<file path="config.mk">
export PLATFORM = sky130hd
export DESIGN_NAME = cwg_front_flat
export DESIGN_NICKNAME = d
export VERILOG_FILES = /design/src/design/canned_waveform_generator_unit_defines.svh /design/src/design/cwg_pkg.sv /design/src/design/cwg_if.sv /design/src/design/cwg_front.sv /design/src/flat_wrapper.sv
export SDC_FILE = /design/constraint.sdc
export NUM_CORES = 2
export LEC_CHECK = 0
export BUFFER_PORTS_ARGS = -buffer_cell sky130_fd_sc_hd__buf_4
export CAP_MARGIN = 20
export CORE_MARGIN = 2
export CORE_UTILIZATION = 65
export CTS_CLUSTER_SIZE = 12
export DETAILED_ROUTE_END_ITERATION = 16
export PLACE_DENSITY = 0.95
export RECOVER_POWER = 100
export SYNTH_ARGS = -nofsm -noshare
export SYNTH_HDL_FRONTEND = slang
export SYNTH_SLANG_ARGS = --single-unit
</file>
<file path="constraint.sdc">
create_clock -name clk_i -period 12.3 [get_ports clk_i]
set_input_delay 2.46 -clock clk_i [delete_from_list [all_inputs] [get_ports clk_i]]
set_output_delay 2.46 -clock clk_i [all_outputs]
set_load 0.05 [all_outputs]
</file>
<file path="src/design/canned_waveform_generator_unit_defines.svh">
// Assertion macros for the canned waveform generator RTL
`ifndef CANNED_WAVEFORM_GENERATOR_UNIT_DEFINES_SVH
`define CANNED_WAVEFORM_GENERATOR_UNIT_DEFINES_SVH

// Same-cycle implication, clocked on clk_i, off while rst_ni is low
`define CWG_ASSERT_IMP(label, ante, cons, msg) \
  label: assert property (@(posedge clk_i) disable iff (!rst_ni) (ante) |-> (cons)) \
    else $error(msg);

// Next-cycle implication, clocked on clk_i, off while rst_ni is low
`define CWG_ASSERT_NXT(label, ante, cons, msg) \
  label: assert property (@(posedge clk_i) disable iff (!rst_ni) (ante) |=> (cons)) \
    else $error(msg);

`endif

</file>
<file path="src/design/cwg_pkg.sv">
// Types, constants and the sine table function of the canned waveform generator
package cwg_pkg;

  localparam int SINE_TABLE_BITS_DEF = 10;
  localparam int COUNT_BITS_DEF      = 24;
  localparam int CFG_IDX_W           = 3;

  // Register indexes of the write port
  typedef enum logic [CFG_IDX_W-1:0] {
    REG_MODE, REG_POINT_COUNT, REG_START, REG_INTERVAL,
    REG_COEF_A, REG_COEF_B, REG_COEF_C, REG_COEF_D
  } cfg_reg_e;

  // Waveform modes; other codes give zero
  typedef enum logic [3:0] {
    MODE_IMPULSE   = 4'd0,
    MODE_STEP      = 4'd1,
    MODE_BOXCAR    = 4'd2,
    MODE_TRIANGLE  = 4'd3,
    MODE_SINE      = 4'd4,
    MODE_LINE      = 4'd5,
    MODE_QUADRATIC = 4'd6,
    MODE_CUBIC     = 4'd7,
    MODE_UNIT      = 4'd8
  } mode_e;

  // Register reset values
  localparam logic [3:0]  RST_MODE        = 4'd0;
  localparam logic [23:0] RST_POINT_COUNT = 24'd100;
  localparam logic [31:0] RST_START       = 32'd0;
  localparam logic [31:0] RST_INTERVAL    = 32'h0001_0000;
  localparam logic [31:0] RST_COEF_A      = 32'h0001_0000;
  localparam logic [31:0] RST_COEF_B      = 32'd0;
  localparam logic [31:0] RST_COEF_C      = 32'd0;
  localparam logic [31:0] RST_COEF_D      = 32'd0;

  localparam logic [31:0] UNIT_Q16 = 32'h0001_0000;

  typedef struct packed {
    logic [3:0]  mode;
    logic [23:0] point_count;
    logic [31:0] start_abscissa;
    logic [31:0] sample_interval;
    logic [31:0] coef_a;
    logic [31:0] coef_b;
    logic [31:0] coef_c;
    logic [31:0] coef_d;
  } cfg_t;

  // What the back end has to do with a sample
  typedef enum logic [2:0] {
    JOB_CONST, JOB_SINE, JOB_LINE, JOB_QUAD, JOB_CUBIC
  } job_kind_e;

  // word: finished value (const) or phase (sine); absc: x for polynomials
  typedef struct packed {
    job_kind_e   kind;
    logic [31:0] word;
    logic [31:0] absc;
    logic [23:0] index;
    logic        last;
  } job_t;

  localparam logic [63:0] HALF_PI_Q30 = 64'd1686629713;
  localparam logic [63:0] ONE_Q30     = 64'd1073741824;

  // One quarter-wave entry, Q16.16; Taylor series in Horner form, evaluated at elaboration
  function automatic logic [16:0] sine_entry(int unsigned idx, int unsigned bits);
    logic [63:0] x;
    logic [63:0] x2;
    logic [63:0] t;
    logic [63:0] s;
    x  = (HALF_PI_Q30 * 64'(idx)) >> bits;
    x2 = (x * x) >> 30;
    t  = ONE_Q30;
    t  = ONE_Q30 - ((x2 * t) >> 30) / 156;
    t  = ONE_Q30 - ((x2 * t) >> 30) / 110;
    t  = ONE_Q30 - ((x2 * t) >> 30) / 72;
    t  = ONE_Q30 - ((x2 * t) >> 30) / 42;
    t  = ONE_Q30 - ((x2 * t) >> 30) / 20;
    t  = ONE_Q30 - ((x2 * t) >> 30) / 6;
    s  = (x * t) >> 30;
    return 17'((s + 64'd8192) >> 14);
  endfunction

endpackage

</file>
<file path="src/design/cwg_if.sv">
// Request and sample channel interfaces of the canned waveform generator

interface cwg_req_if;
  logic valid;
  logic ready;
  logic restart;
  modport source (output valid, output restart, input ready);
  modport sink   (input valid, input restart, output ready);
endinterface


</file>
<file path="src/design/cwg_front.sv">
// Front end: takes requests, keeps the waveform state and classifies each sample
module cwg_front #(
  parameter int COUNT_BITS = cwg_pkg::COUNT_BITS_DEF
) (
  input  logic          clk_i,
  input  logic          rst_ni,
  input  cwg_pkg::cfg_t cfg_i,
  cwg_req_if.sink       req,
  output logic          job_valid_o,
  input  logic          job_ready_i,
  output cwg_pkg::job_t job_o
);

  localparam int CW        = ((COUNT_BITS > 25) ? COUNT_BITS : 25) + 1;
  localparam int DIV_STEPS = 48;
  // ceil(2^37/45) and ceil(2^25/45): exact quotients over the operand ranges used
  localparam logic [31:0] DEG_RECIP  = 32'd3054198967;
  localparam logic [19:0] FRAC_RECIP = 20'd745655;

  typedef enum logic [2:0] {
    F_IDLE, F_MUL_A, F_MUL_B, F_DIV_DEG, F_DEG_FIN, F_DIV_RAMP, F_EMIT
  } state_e;

  state_e                 state_q;
  logic [COUNT_BITS-1:0]  cnt_q;
  logic [31:0]            absc_q;
  logic [31:0]            phase_q;
  logic [31:0]            pstep_q;
  logic [31:0]            ramp_q;
  logic [31:0]            rstep_q;
  logic                   fin_q;
  logic [47:0]            div_num_q;
  logic [24:0]            div_rem_q;
  logic [23:0]            div_den_q;
  logic [5:0]             div_cnt_q;
  logic                   bneg_q;
  logic [22:0]            n3_q;
  logic [26:0]            deg_quo_q;

  logic [23:0] n;
  logic [21:0] q4;
  logic [47:0] n3_prod;
  logic [CW-1:0] j_w, q3_w, q4_w;
  logic          last;
  logic          tri_up, tri_dn, is_tri;
  logic [31:0]   ramp_nxt;
  logic [32:0]   absc_sum;
  logic [31:0]   absc_nxt;
  logic [63:0]   mul_full;
  logic [31:0]   bmag;
  logic [63:0]   deg_prod;
  logic [31:0]   deg_rem_w;
  logic [18:0]   deg_frac_num;
  logic [39:0]   deg_frac_prod;
  logic [31:0]   deg_turns;
  logic [24:0]   div_t;
  logic          div_ge;
  logic [24:0]   div_rem_d;
  logic [47:0]   quo;
  logic          accept;

  // Point count, zero read as one, and the derived thresholds
  assign n       = (cfg_i.point_count == 24'd0) ? 24'd1 : cfg_i.point_count;
  assign q4      = n[23:2];
  assign n3_prod = 48'(n) * 48'h00_00AA_AAAB;
  assign j_w     = CW'(cnt_q);
  assign q3_w    = CW'(n3_q);
  assign q4_w    = CW'(q4);
  assign last    = (j_w >= CW'(n - 24'd1));

  // Triangle ramp windows
  assign is_tri   = (cfg_i.mode == cwg_pkg::MODE_TRIANGLE);
  assign tri_up   = (q4 != 22'd0) && (j_w > q4_w) && (j_w <= (q4_w << 1));
  assign tri_dn   = (q4 != 22'd0) && (j_w > (q4_w << 1)) && (j_w <= ((q4_w << 1) + q4_w));
  assign ramp_nxt = tri_up ? (ramp_q + rstep_q) : (ramp_q - rstep_q);

  // Saturating abscissa step
  assign absc_sum = {absc_q[31], absc_q} + {cfg_i.sample_interval[31], cfg_i.sample_interval};
  assign absc_nxt = (absc_sum[32] != absc_sum[31]) ?
                    (absc_sum[32] ? 32'h8000_0000 : 32'h7FFF_FFFF) : absc_sum[31:0];

  // Phase products, low word only
  assign mul_full = cfg_i.coef_a *
                    ((state_q == F_MUL_A) ? cfg_i.start_abscissa : cfg_i.sample_interval);
  assign bmag     = cfg_i.coef_b[31] ? (32'd0 - cfg_i.coef_b) : cfg_i.coef_b;

  // Degrees to turns: (|b|*65536+180)/360 = 8192*(|b|/45) + (8192*(|b|%45)+22)/45
  assign deg_prod      = 64'(bmag) * 64'(DEG_RECIP);
  assign deg_rem_w     = bmag - (32'(deg_quo_q) * 32'd45);
  assign deg_frac_num  = {deg_rem_w[5:0], 13'd0} + 19'd22;
  assign deg_frac_prod = 40'(deg_frac_num) * 40'(FRAC_RECIP);
  assign deg_turns     = {deg_quo_q[18:0], 13'd0} + 32'(deg_frac_prod[37:25]);

  // Restoring divider for the ramp step, one quotient bit a cycle
  assign div_t     = {div_rem_q[23:0], div_num_q[47]};
  assign div_ge    = (div_t >= {1'b0, div_den_q});
  assign div_rem_d = div_ge ? (div_t - {1'b0, div_den_q}) : div_t;
  assign quo       = {div_num_q[46:0], div_ge};

  assign req.ready   = (state_q == F_IDLE);
  assign accept      = req.valid && req.ready;
  assign job_valid_o = (state_q == F_EMIT);

  // Classify the current sample
  always_comb begin
    job_o       = '0;
    job_o.kind  = cwg_pkg::JOB_CONST;
    job_o.absc  = absc_q;
    job_o.index = 24'(cnt_q);
    job_o.last  = last;
    unique case (cfg_i.mode)
      cwg_pkg::MODE_IMPULSE:
        job_o.word = (j_w == CW'((n - 24'd1) >> 1)) ? cwg_pkg::UNIT_Q16 : 32'd0;
      cwg_pkg::MODE_STEP:
        job_o.word = (j_w > CW'(n >> 1)) ? cwg_pkg::UNIT_Q16 : 32'd0;
      cwg_pkg::MODE_BOXCAR:
        job_o.word = ((j_w > q3_w) && (j_w <= (q3_w << 1))) ? cwg_pkg::UNIT_Q16 : 32'd0;
      cwg_pkg::MODE_TRIANGLE:
        job_o.word = (tri_up || tri_dn) ? ramp_nxt : 32'd0;
      cwg_pkg::MODE_SINE: begin
        job_o.kind = cwg_pkg::JOB_SINE;
        job_o.word = phase_q;
      end
      cwg_pkg::MODE_LINE:      job_o.kind = cwg_pkg::JOB_LINE;
      cwg_pkg::MODE_QUADRATIC: job_o.kind = cwg_pkg::JOB_QUAD;
      cwg_pkg::MODE_CUBIC:     job_o.kind = cwg_pkg::JOB_CUBIC;
      cwg_pkg::MODE_UNIT:
        job_o.word = (cnt_q == '0) ? cwg_pkg::UNIT_Q16 : 32'd0;
      default: job_o.word = 32'd0;
    endcase
  end

  // Boxcar third, recomputed every cycle
  always_ff @(posedge clk_i) begin
    n3_q <= n3_prod[47:25];
  end

  // Sequencer and waveform state
  always_ff @(posedge clk_i or negedge rst_ni) begin
    if (!rst_ni) begin
      state_q   <= F_IDLE;
      cnt_q     <= '0;
      absc_q    <= 32'd0;
      phase_q   <= 32'd0;
      pstep_q   <= 32'd0;
      ramp_q    <= 32'd0;
      rstep_q   <= 32'd0;
      fin_q     <= 1'b1;
      div_num_q <= 48'd0;
      div_rem_q <= 25'd0;
      div_den_q <= 24'd0;
      div_cnt_q <= 6'd0;
      bneg_q    <= 1'b0;
      deg_quo_q <= 27'd0;
    end else begin
      unique case (state_q)
        F_IDLE: begin
          if (accept) begin
            if (req.restart) begin
              cnt_q   <= '0;
              fin_q   <= 1'b0;
              absc_q  <= cfg_i.start_abscissa;
              ramp_q  <= 32'd0;
              state_q <= F_MUL_A;
            end else if (!fin_q) begin
              state_q <= F_EMIT;
            end
          end
        end
        F_MUL_A: begin
          phase_q <= mul_full[31:0];
          bneg_q  <= cfg_i.coef_b[31];
          state_q <= F_MUL_B;
        end
        F_MUL_B: begin
          pstep_q <= mul_full[31:0];
          state_q <= F_DIV_DEG;
        end
        F_DIV_DEG: begin
          deg_quo_q <= deg_prod[63:37];
          state_q   <= F_DEG_FIN;
        end
        F_DEG_FIN: begin
          phase_q <= phase_q + (bneg_q ? (32'd0 - deg_turns) : deg_turns);
          if (q4 != 22'd0) begin
            div_num_q <= 48'd65536 + 48'(q4 >> 1);
            div_rem_q <= 25'd0;
            div_den_q <= 24'(q4);
            div_cnt_q <= 6'd0;
            state_q   <= F_DIV_RAMP;
          end else begin
            rstep_q <= 32'd0;
            state_q <= F_EMIT;
          end
        end
        F_DIV_RAMP: begin
          div_num_q <= quo;
          div_rem_q <= div_rem_d;
          div_cnt_q <= div_cnt_q + 6'd1;
          if (div_cnt_q == 6'(DIV_STEPS - 1)) begin
            rstep_q <= quo[31:0];
            state_q <= F_EMIT;
          end
        end
        F_EMIT: begin
          if (job_ready_i) begin
            absc_q  <= absc_nxt;
            phase_q <= phase_q + pstep_q;
            if (is_tri && (tri_up || tri_dn)) ramp_q <= ramp_nxt;
            if (last) fin_q <= 1'b1;
            else cnt_q <= cnt_q + COUNT_BITS'(1);
            state_q <= F_IDLE;
          end
        end
        default: state_q <= F_IDLE;
      endcase
    end
  end

endmodule

</file>
<file path="src/flat_wrapper.sv">
// flat-port wrapper written by rule: the top's interface ports become plain ports
module cwg_front_flat 
#(
  parameter int COUNT_BITS = cwg_pkg::COUNT_BITS_DEF
)
  (clk_i, rst_ni, cfg_i, job_valid_o, job_ready_i, job_o, req_valid, req_restart, req_ready);
  cwg_req_if req_i ();
  input  logic clk_i;
  input  logic rst_ni;
  input  cwg_pkg::cfg_t cfg_i;
  output logic job_valid_o;
  input  logic job_ready_i;
  output cwg_pkg::job_t job_o;
  input wire logic [$bits(req_i.valid)-1:0] req_valid;
  input wire logic [$bits(req_i.restart)-1:0] req_restart;
  output wire logic [$bits(req_i.ready)-1:0] req_ready;
  assign req_i.valid = req_valid;
  assign req_i.restart = req_restart;
  assign req_ready = req_i.ready;
  cwg_front #(.COUNT_BITS(COUNT_BITS)) u_core (.clk_i(clk_i), .rst_ni(rst_ni), .cfg_i(cfg_i), .req(req_i), .job_valid_o(job_valid_o), .job_ready_i(job_ready_i), .job_o(job_o));
endmodule
</file>
==> results.py <==
metrics = {
    "synth": {
        "synth.distinct_cells": 85,
        "async_flop_share_pct": 93.05,
        "syn_nets": 10020,
        "synth-seq-cells": 331,
        "syn_area_sq_mm": 0.06890,
        "synth_edf_count": 0,
        "synth_flop_cell": "dfrtp_1",
        "syn_inst": 7694,
        "seq_area_frac_synth_pct": 11.86,
        "yosys_warnings": 0,
        "avgSynthCellArea_sq_um": 8.955,
    },
    "clocking": {
        "h-tree-depth": 2,
        "clk_latency_ns": 0.62,
        "cts_tree": "yes",
        "cts.sinks": 331,
        "cts_made_buffers": 40,
        "cts_buffer_depth": 3,
        "cts_hold_buf": 0,
        "cts.reportedPaths.clkPinSlew_ns": 0.06,
        "root_buffer": "clkbuf_16",
    },
    "timing": {
        "slew_violations": 654,
        "setup_viol_count_final": 0,
        "fmax_mhz": 82.91,
        "slew_headroom_pct": -328.7,
        "finClkSkew_ns": 0.07436,
        "period_share_pct": 98.06,
        "hold_viol": 0,
        "worst_pin_slew_ns": 6.431,
        "finalCriticalPeriod_ns": 12.06,
    },
    "final_layout": {
        "fillers": 7280,
        "drive_above_1_share_pct": 8.692,
        "final_cell_mix": "inv_1 (1541), ha_1 (1069), fa_1 (1020)",
        "area_growth_pct": 9.414,
        "final_common_cell": "inv_1",
        "nNetsFinal": 10370,
        "final-instance-count-excl-fill": 9457,
    },
    "route": {
        "drt-total-wl_mm": 207.0,
        "vias": 58240,
        "drtIter0Drc": 5770,
        "routedWlPerCell_um": 21.89,
        "drc": 0,
        "vias_per_cell": 6.158,
        "ant_nets": 0,
        "dr.pass1.iters": 8,
    },
    "grt": {
        "grt_max_degree": 118,
        "grt_pass1_vias": 61880,
        "grt_pass1_wl_mm": 325.8,
        "antenna_found_initial": 5,
        "grtUsageTotal_pct": 38.41,
        "overflow": 0,
    },
    "critical_path": {
        "ff2ff_path_depth": 45,
        "worstReg2RegEnd": "u_core.phase_q[31]",
        "critPathArrivalTime_ns": 12.56,
        "cp_slowest_cell": "fa_2",
        "critPathTopFamily": "compound AO/OA/AOI/OAI gates",
        "cp_data_required_time_ns": 12.80,
        "crit_type": "primary input to flip-flop",
        "max_stage_delay_ns": 0.57,
        "rr_startpoint": "u_core.deg_quo_q[4]",
        "cp_max_fo": 4,
        "end_kind": "flip-flop",
        "start_kind": "primary input",
        "timing.critical_path.mode_cell": "xnor2_2",
        "rrSetupSlack_ns": 1.38,
        "crit_buf_inv": 6,
    },
    "place": {
        "dp_hpwl_mm": 167.9,
        "gp_congestion": 1.049,
        "dpl.cell_count": 9369,
        "port_buffers": 254,
    },
    "floorplan": {
        "num_rows": 119,
        "start_util_pct": 65.45,
        "dieWidth_um": 329.6,
        "io_pins": 319,
        "die_y_um": 329.6,
        "design.core.area_sq_mm": 0.1053,
        "die-area_sq_mm": 0.1086,
    },
    "run_status": {
        "outcome": "finished with violations",
        "violations": "capacitance limit, slew limit",
    },
    "worst_hold_path": {
        "hold_path_end": "u_core.div_den_q[20]",
        "hp-start": "u_core.div_den_q[20]",
        "hold_depth": 2,
        "hp-class": "flip-flop to flip-flop",
    },
    "job": {
        "max_cap_viol_count": 12,
    },
}
==> routing by layer <==
layer	up-vias	part of all wire, %	GRT usage, %
li1	25400	-	-
met3	1001	11	9.659
met5	-	0.013	0
met1	28420	36	47.95
met4	4	6.6	21.70
met2	3420	46	61.09
==> cells in the mapped netlist (32+ instances only) <==
library cell / instances / area, sq um
xor2_1: 151 / 1323
nand2_1: 916 / 3438
o21a_1: 55 / 412.9
nor3_1: 72 / 360.4
and2_1: 117 / 732.0
nand3_1: 95 / 475.5
a21o_1: 125 / 938.4
dfrtp_1: 307 / 7682
ha_1: 1082 / 13540
a21oi_1: 297 / 1486
xnor2_1: 265 / 2321
o21ai_0: 406 / 2032
a31oi_1: 45 / 281.5
nand4_1: 58 / 362.9
or3_1: 32 / 200.2
nand2b_1: 54 / 337.8
nor2b_1: 37 / 231.5
nor2_1: 257 / 964.7
inv_1: 1544 / 5796
fa_1: 1022 / 20460
mux2_2: 37 / 416.7
a22o_1: 47 / 411.6
clkbuf_1: 217 / 814.5
==> layout make-up <==
cell class	instances	area, sq um	share of cell area, %
Inverter	1546	5803	7.698
Multi-Input combinational cell	5570	54440	72.21
Antenna cell	1	2.502	0.003320
Clock inverter	19	275.3	0.3651
Sequential cell	331	8169	10.84
Clock buffer	50	1059	1.404
Tap cell	1391	1740	2.309
Timing Repair Buffer	549	3899	5.172
==> per-stage QoR <==
| step | setup TNS [ns] | area (sq um) | setup WS (ns) | hold WS (ns) | utilization [%] |
|---|---|---|---|---|---|
| finish | 0 | 75380 | 0.2383 | 0.4808 | 71.61 |
| global route | -0.1504 | 75380 | -0.1002 | 0.5049 | 71.61 |
| CTS | -0.007648 | 75200 | -0.007648 | 0.4794 | 71.43 |
| detailed placement | -6.053 | 73820 | -0.7781 | 0.4635 | 70.13 |
| global placement | -1.709 | 73820 | -0.4701 | 0.4584 | 70.13 |
| floorplan | 0 | 68970 | 0.01848 | 0.4457 | - |
==> worst max-delay path by stage <==
stage | start | end | slack, ns | depth (start not counted)
after floorplan | cfg_i[64] | u_core.phase_q[31] | 0.02 | 49
after global placement | cfg_i[64] | u_core.phase_q[31] | -0.47 | 52
after detailed placement | cfg_i[65] | u_core.phase_q[31] | -0.78 | 52
after CTS | cfg_i[65] | u_core.phase_q[31] | -0.008 | 50
after global routing | cfg_i[65] | u_core.phase_q[31] | -0.10 | 51
final | cfg_i[65] | u_core.phase_q[31] | 0.24 | 51
==> worst register-to-register path: cells and delay by family, from the launching register on <==
kind,cells,cell delay (ns)
adder cells (fa/ha/maj),12,3.86
multiplexers,1,0.09
buffers and inverters,1,0.09
AO/OA/AOI/OAI,17,3.48
AND/OR/NAND/NOR,7,1.41
XOR/XNOR,7,1.28
flip-flops,1,0.62
==> flip-flops by register name, indices dropped and copies added, names as in the netlist <==
signal and flops:
u_core.cnt_q 24, u_core.rstep_q 32, u_core.div_cnt_q 6, u_core.n3_q 23, u_core.ramp_q 32, u_core.fin_q 1, u_core.div_rem_q 24, u_core.bneg_q 1
u_core.state_q 3, u_core.absc_q 32, u_core.deg_quo_q 19, u_core.phase_q 32, u_core.div_den_q 22, u_core.div_num_q 48, u_core.pstep_q 32
==> repair_timing <==
item / 4_1_cts / 5_1_grt
setup endpoints to repair: 2 / 27
gates resized for setup: 11 / 78
pin swaps: 6 / 57
buffers inserted: 4 / 10
==> logic make-up (layout without fill, tap and decap cells) <==
kind of cell,Yosys count,after routing,share of synthesized area [%]
compound gates,1234,1234,11.24
xor+xnor,416,416,5.288
fa+ha+maj,2104,2104,49.34
buf+inv,1793,2164,9.783
flops,331,331,11.86
mux,54,54,0.8517
other cells,0,1,0
simple gates,1762,1762,11.64
Power is left out: the tool's default activity adds up to more than one toggle a clock period on the data nets, which glitch-free logic cannot reach.
